===== config.mk =====
export PLATFORM = sky130hd
export DESIGN_NAME = gapf_heur
export DESIGN_NICKNAME = d
export VERILOG_FILES = /design/src/rtl/gapf_pkg.sv /design/src/rtl/gapf_heur.sv
export SDC_FILE = /design/constraint.sdc
export NUM_CORES = 1
export LEC_CHECK = 0
export ABC_AREA = 1
export BUFFER_PORTS_ARGS = -buffer_cell sky130_fd_sc_hd__buf_4
export CORE_ASPECT_RATIO = 0.8
export CORE_UTILIZATION = 50
export CTS_CLUSTER_DIAMETER = 50
export DETAILED_ROUTE_END_ITERATION = 10
export PLACE_DENSITY_LB_ADDON = 0.25
export SYNTH_ARGS = -nofsm -noshare
export SYNTH_HDL_FRONTEND = slang
export SYNTH_SLANG_ARGS = --single-unit

===== constraint.sdc =====
create_clock -name clock -period 11.9 [get_ports clock]
set_input_delay 1.19 -clock clock [delete_from_list [all_inputs] [get_ports clock]]
set_output_delay 1.19 -clock clock [all_outputs]
set_load 0.005 [all_outputs]

===== src/rtl/gapf_pkg.sv =====
// gapf_pkg: shared constants, codes and types of the grid path finder
// used by the channel interfaces, the heuristic unit and the top level
// no dependencies
package gapf_pkg;

   // grid geometry
   localparam int GRID_DIM = 32;
   localparam int COORD_W  = $clog2(GRID_DIM);
   localparam int IDX_W    = 2 * COORD_W;
   localparam int TILES    = GRID_DIM * GRID_DIM;
   localparam int CNT_W    = IDX_W + 1;
   localparam int DIM_W    = COORD_W + 1;

   // field widths
   localparam int CMD_W  = 2;
   localparam int STAT_W = 2;
   localparam int STEP_W = 10;
   localparam int LEN_W  = 11;

   // per-tile search record widths
   localparam int MARK_W = 2;
   localparam int G_W    = 16;
   localparam int DIR_W  = 3;
   localparam int ORD_W  = IDX_W;
   localparam int H_W    = 9;
   localparam int V_W    = 2 * H_W;

   // costs in tenths of a tile
   localparam int COST_STRAIGHT = 10;
   localparam int COST_DIAG     = 14;
   localparam int HEUR_SCALE    = 100;

   // list marks
   localparam logic [MARK_W-1:0] MARK_NONE   = 2'd0;
   localparam logic [MARK_W-1:0] MARK_OPEN   = 2'd1;
   localparam logic [MARK_W-1:0] MARK_CLOSED = 2'd2;

   // commands
   localparam logic [CMD_W-1:0] CMD_WRITE = 2'd0;
   localparam logic [CMD_W-1:0] CMD_FIND  = 2'd1;
   localparam logic [CMD_W-1:0] CMD_READ  = 2'd2;

   // status codes
   localparam logic [STAT_W-1:0] STAT_DONE   = 2'd0;
   localparam logic [STAT_W-1:0] STAT_FOUND  = 2'd1;
   localparam logic [STAT_W-1:0] STAT_NOPATH = 2'd2;
   localparam logic [STAT_W-1:0] STAT_RANGE  = 2'd3;

   // register indexes
   localparam logic [0:0] REG_MAP_WIDTH  = 1'b0;
   localparam logic [0:0] REG_MAP_HEIGHT = 1'b1;

   // one word of the tile memory
   typedef struct packed {
      logic [MARK_W-1:0] mark;
      logic [G_W-1:0]    g;
      logic [DIR_W-1:0]  dir;
      logic [ORD_W-1:0]  ord;
      logic [H_W-1:0]    h;
   } tile_type;

   // heuristic unit request and answer
   typedef struct packed {
      logic               start;
      logic [COORD_W-1:0] x;
      logic [COORD_W-1:0] y;
      logic [COORD_W-1:0] ex;
      logic [COORD_W-1:0] ey;
   } heur_req_type;

   typedef struct packed {
      logic           done;
      logic [H_W-1:0] h;
   } heur_rsp_type;

endpackage


===== src/rtl/gapf_heur.sv =====
// gapf_heur: heuristic unit, round(sqrt(100*(dx*dx+dy*dy))) by a digit-serial root
// one result bit per cycle; differences, square sum and scaling are registered first
// depends on gapf_pkg
module gapf_heur import gapf_pkg::*; (
   input  logic         clock,
   input  logic         reset,
   input  heur_req_type heur_req,
   output heur_rsp_type heur_rsp
);

   localparam int SQ_W  = 2 * COORD_W + 1;
   localparam int REM_W = H_W + 1;
   localparam int IT_W  = $clog2(H_W);

   localparam logic [1:0] HS_IDLE = 2'd0;
   localparam logic [1:0] HS_SQ   = 2'd1;
   localparam logic [1:0] HS_MUL  = 2'd2;
   localparam logic [1:0] HS_ROOT = 2'd3;

   logic [1:0]         hs_ff, hs_in;
   logic [COORD_W-1:0] ax_ff, ax_in, ay_ff, ay_in;
   logic [SQ_W-1:0]    sq_ff, sq_in;
   logic [V_W-1:0]     val_ff, val_in;
   logic [REM_W-1:0]   rem_ff, rem_in;
   logic [H_W-1:0]     root_ff, root_in;
   logic [IT_W-1:0]    it_ff, it_in;
   logic               done_ff, done_in;
   logic [H_W-1:0]     h_ff, h_in;

   logic [SQ_W-1:0]    axw, ayw;
   logic [REM_W+1:0]   rem2, trial, rem_sub;
   logic               ge;
   logic [REM_W-1:0]   rem_new;
   logic [H_W-1:0]     root_new;

   // one root digit
   always_comb begin
      axw      = SQ_W'(ax_ff);
      ayw      = SQ_W'(ay_ff);
      rem2     = {rem_ff, val_ff[V_W-1 -: 2]};
      trial    = {1'b0, root_ff, 2'b01};
      ge       = rem2 >= trial;
      rem_sub  = ge ? (rem2 - trial) : rem2;
      rem_new  = rem_sub[REM_W-1:0];
      root_new = {root_ff[H_W-2:0], ge};
   end

   // sequencer
   always_comb begin
      hs_in   = hs_ff;
      ax_in   = ax_ff;
      ay_in   = ay_ff;
      sq_in   = sq_ff;
      val_in  = val_ff;
      rem_in  = rem_ff;
      root_in = root_ff;
      it_in   = it_ff;
      done_in = 1'b0;
      h_in    = h_ff;
      unique case (hs_ff)
         HS_IDLE: begin
            if (heur_req.start) begin
               ax_in = (heur_req.x >= heur_req.ex) ? heur_req.x - heur_req.ex
                                                   : heur_req.ex - heur_req.x;
               ay_in = (heur_req.y >= heur_req.ey) ? heur_req.y - heur_req.ey
                                                   : heur_req.ey - heur_req.y;
               hs_in = HS_SQ;
            end
         end
         HS_SQ: begin
            sq_in = axw * axw + ayw * ayw;
            hs_in = HS_MUL;
         end
         HS_MUL: begin
            val_in  = V_W'(sq_ff) * V_W'(HEUR_SCALE);
            rem_in  = '0;
            root_in = '0;
            it_in   = '0;
            hs_in   = HS_ROOT;
         end
         HS_ROOT: begin
            val_in  = {val_ff[V_W-3:0], 2'b00};
            rem_in  = rem_new;
            root_in = root_new;
            it_in   = it_ff + IT_W'(1);
            if (it_ff == IT_W'(H_W - 1)) begin
               // round half up: remainder above the root
               h_in    = root_new + H_W'(rem_new > {1'b0, root_new});
               done_in = 1'b1;
               hs_in   = HS_IDLE;
            end
         end
         default: hs_in = HS_IDLE;
      endcase
   end

   // control registers
   always_ff @(posedge clock) begin
      if (reset) begin
         hs_ff   <= HS_IDLE;
         done_ff <= 1'b0;
      end else begin
         hs_ff   <= hs_in;
         done_ff <= done_in;
      end
   end

   // datapath registers
   always_ff @(posedge clock) begin
      ax_ff   <= ax_in;
      ay_ff   <= ay_in;
      sq_ff   <= sq_in;
      val_ff  <= val_in;
      rem_ff  <= rem_in;
      root_ff <= root_in;
      it_ff   <= it_in;
      h_ff    <= h_in;
   end

   assign heur_rsp.done = done_ff;
   assign heur_rsp.h    = h_ff;

endmodule


==> out/results.txt <==
Status - finished clean
Io pins - 33
Routed Wire Length - 12,600 um
Yosys top cell area share - 30.5%
Area of the multi-input gates - 3950 um^2
Minimum clock period - 4.61 ns
CP required - 11.98 ns
Clk buf depth - 2
Worst hold path stage count - 2
Post-Synth Adder-Cell Area - 30.1%
Die area - 14,100 um^2
Post-route setup TNS - 0 ns
Slew @ Worst Pin - 0.953 ns
RePlAce Congestion - 0.825
CTS buffer count - 9
Hpwl dp - 10,100 um
Most common cell after layout, fill and taps aside - inv_1
WL/cell - 12.7 um
Most frequent cells in the layout - inv_1, nand2_1, ha_1, edfxtp_1, nor2_1
Syn Nets - 941
Pre-antenna DRT Iters - 4
Reg2reg start - ay_ff[1]
Share of cells above drive strength 1 - 8.98%
Worst slew margin - 36.4%
Final Max Tran Viols - 0
Final #Nets - 976
Post-Syn Area - 6800 um^2
1st-iter DRT viols - 271
Via/cell ratio - 4.97
Arrival time at the worst endpoint - 4.69 ns
Max-Cap Viols - 0
Hold path start - val_ff[7]
ANT cells - 0
Largest family of logic cells by synthesized area - adder cells
Global route total overflow - 0
Fill cell count - 1,187
Synth Flop Type - edfxtp_1
Met1 global-route usage - 26.3%
Core box area - 13,100 um^2
RSZ-0062 raised after global routing - no
Height of the die - 106 um
First-pass GRT wire length - 21,900 um
Register bit total from synthesis - 72
Initial antenna violation count - 0
GR Util met2 - 32.3%
Clk slew on worst S/H paths - 0.06 ns
Post-synthesis mux area share - 0.626%
Largest net degree at the start of global routing - 40
Remaining antenna violation count - 0
Residual DRC - 0
Yosys top cell by area - edfxtp_1
Root Driver - clkbuf_16
Post-Synth XOR/XNOR Area - 4.25%
Vias in the first global route - 4,980
Ys Warns - 0
Gr usage total - 19.4%
H-tree levels - 3
Compound-gate portion of the synthesized area - 6.61%
CP Max Fanout - 6
Met3 Use GR - 3.05%
Final setup violation count - 0
Setup crit start kind - flop
FF-to-FF setup slack - 7.29 ns
Clk sinks - 72
Nature of the critical path endpoint - flop
Post-synth EDFFs - 69
Final Cycle Share - 38.7%
Netlist cell types - 43
CTS Hold Bufs - 0
R2r worst-path depth - 15
Max Fclk - 0.217 GHz
Post-CTS Resized - 0
Worst Hold End - val_ff[9]
Sequential fraction of the synthesis area - 31.4%
Reg-to-reg critical path endpoint - sq_ff[7]
Post-synthesis simple-gate area fraction - 16.5%
Routed vias - 4,913
Syn avg cell area - 8.80 um^2
Register area - 2130 um^2
Setup crit start - ay_ff[1]
Synthesis-to-finish area growth - 10.5%
Synth area leaders - edfxtp_1, ha_1, inv_1, fa_1, nand2_1
Asr flop ratio synth - 0%
CTS tree - built
Busiest grt layer - met2
# Post-CTS Setup Buffers - 0
Port Buffers - 32
Initial Utilization - 52.1%
Skew-Pair Late Insertion Delay - 0.34 ns
Cells after Synth - 773
Crit path kind - reg -> reg
Hold WC Path Type - reg -> reg
Worst clock skew - 0.00932 ns
Horiz. Die Dim - 132 um
Row cnt - 37
Final Hold Fails - 0
## stage by stage
step | utilization, % | setup WS [ns] | instance area (um^2) | hold slack (ns) | instances
finish | 57.6 | 7.29 | 7510 | 0.517 | 988
global route | 57.6 | 7.11 | 7510 | 0.543 | 988
CTS | 57.6 | 7.30 | 7510 | 0.515 | 988
detailed placement | 55.3 | 7.31 | 7220 | 0.506 | 972
global placement | 55.3 | 7.42 | 7220 | 0.501 | 972
floorplan | - | 7.51 | 6800 | 0.494 | 773
## flip-flops by register name, indices dropped and copies added, names as in the netlist
signal	flops
hs_ff	2
val_ff	16
ax_ff	5
done_ff	1
it_ff	4
root_ff	9
sq_ff	11
rem_ff	10
ay_ff	5
h_ff	9
## worst max-delay path: stages, from the launching register on
cell,delay (ns)
edfxtp_1,0.48
nand2_1,0.18
fa_1,0.47
fa_1,0.55
inv_1,0.05
fa_1,0.53
inv_1,0.05
fa_1,0.53
inv_1,0.05
fa_1,0.45
ha_1,0.36
a21oi_1,0.16
nand2_1,0.12
a21oi_1,0.13
o21ai_0,0.10
xor2_1,0.15
## synthesized netlist by cell type (2+ instances only)
cell type / n
a21oi_1: 27
inv_1: 177
a211oi_1: 6
nand2_2: 6
a21o_1: 4
a21oi_2: 2
xor2_1: 26
a21boi_0: 2
nand2_1: 155
o21ai_0: 17
dfxtp_1: 3
mux2i_1: 2
fa_1: 31
o21ai_2: 3
o21bai_1: 4
or2_2: 2
xnor2_1: 7
nor2_1: 34
or2_1: 2
a31oi_1: 2
nand4_1: 15
nor3_1: 4
nand3_1: 32
clkbuf_1: 6
ha_1: 114
nor2_2: 4
mux2_2: 2
edfxtp_1: 69
## kinds of logic (layout without fill, tap and decap cells)
group,count (synthesis),count (layout)
AND/OR/NAND/NOR,259,259
buffers and inverters,187,227
adder cells (fa/ha/maj),145,145
AO/OA/AOI/OAI,73,73
flip-flops,72,72
XOR/XNOR,33,33
multiplexers,4,4
## routing by layer
| layer | up-vias | share of wire [%] |
|---|---|---|
| li1 | 2552 | - |
| met1 | 2288 | 51 |
| met2 | 64 | 46 |
| met3 | 9 | 2.7 |
| met4 | 0 | 0.95 |
| met5 | - | 0 |
## layout make-up
type	count	area share [%]
multi-input cells	514	52.6
flip-flops and latches	72	28.4
inverters	178	8.89
repair buffers	33	3.30
clock buffers	9	3.00
well taps	175	2.91
clock inverters	7	0.916
## worst max path at each step
stage               end  slack (ns)  cells past startpoint
6_report       sq_ff[7]        7.29                     15
3_5_place_dp   sq_ff[8]        7.31                     16
3_3_place_gp   sq_ff[7]        7.42                     15
5_1_grt        sq_ff[8]        7.11                     16
4_1_cts        sq_ff[8]        7.30                     16
2_1_floorplan  sq_ff[7]        7.51                     15
Power is left out: the tool's default activity adds up to more than one toggle a clock period on the data nets, which glitch-free logic cannot reach.
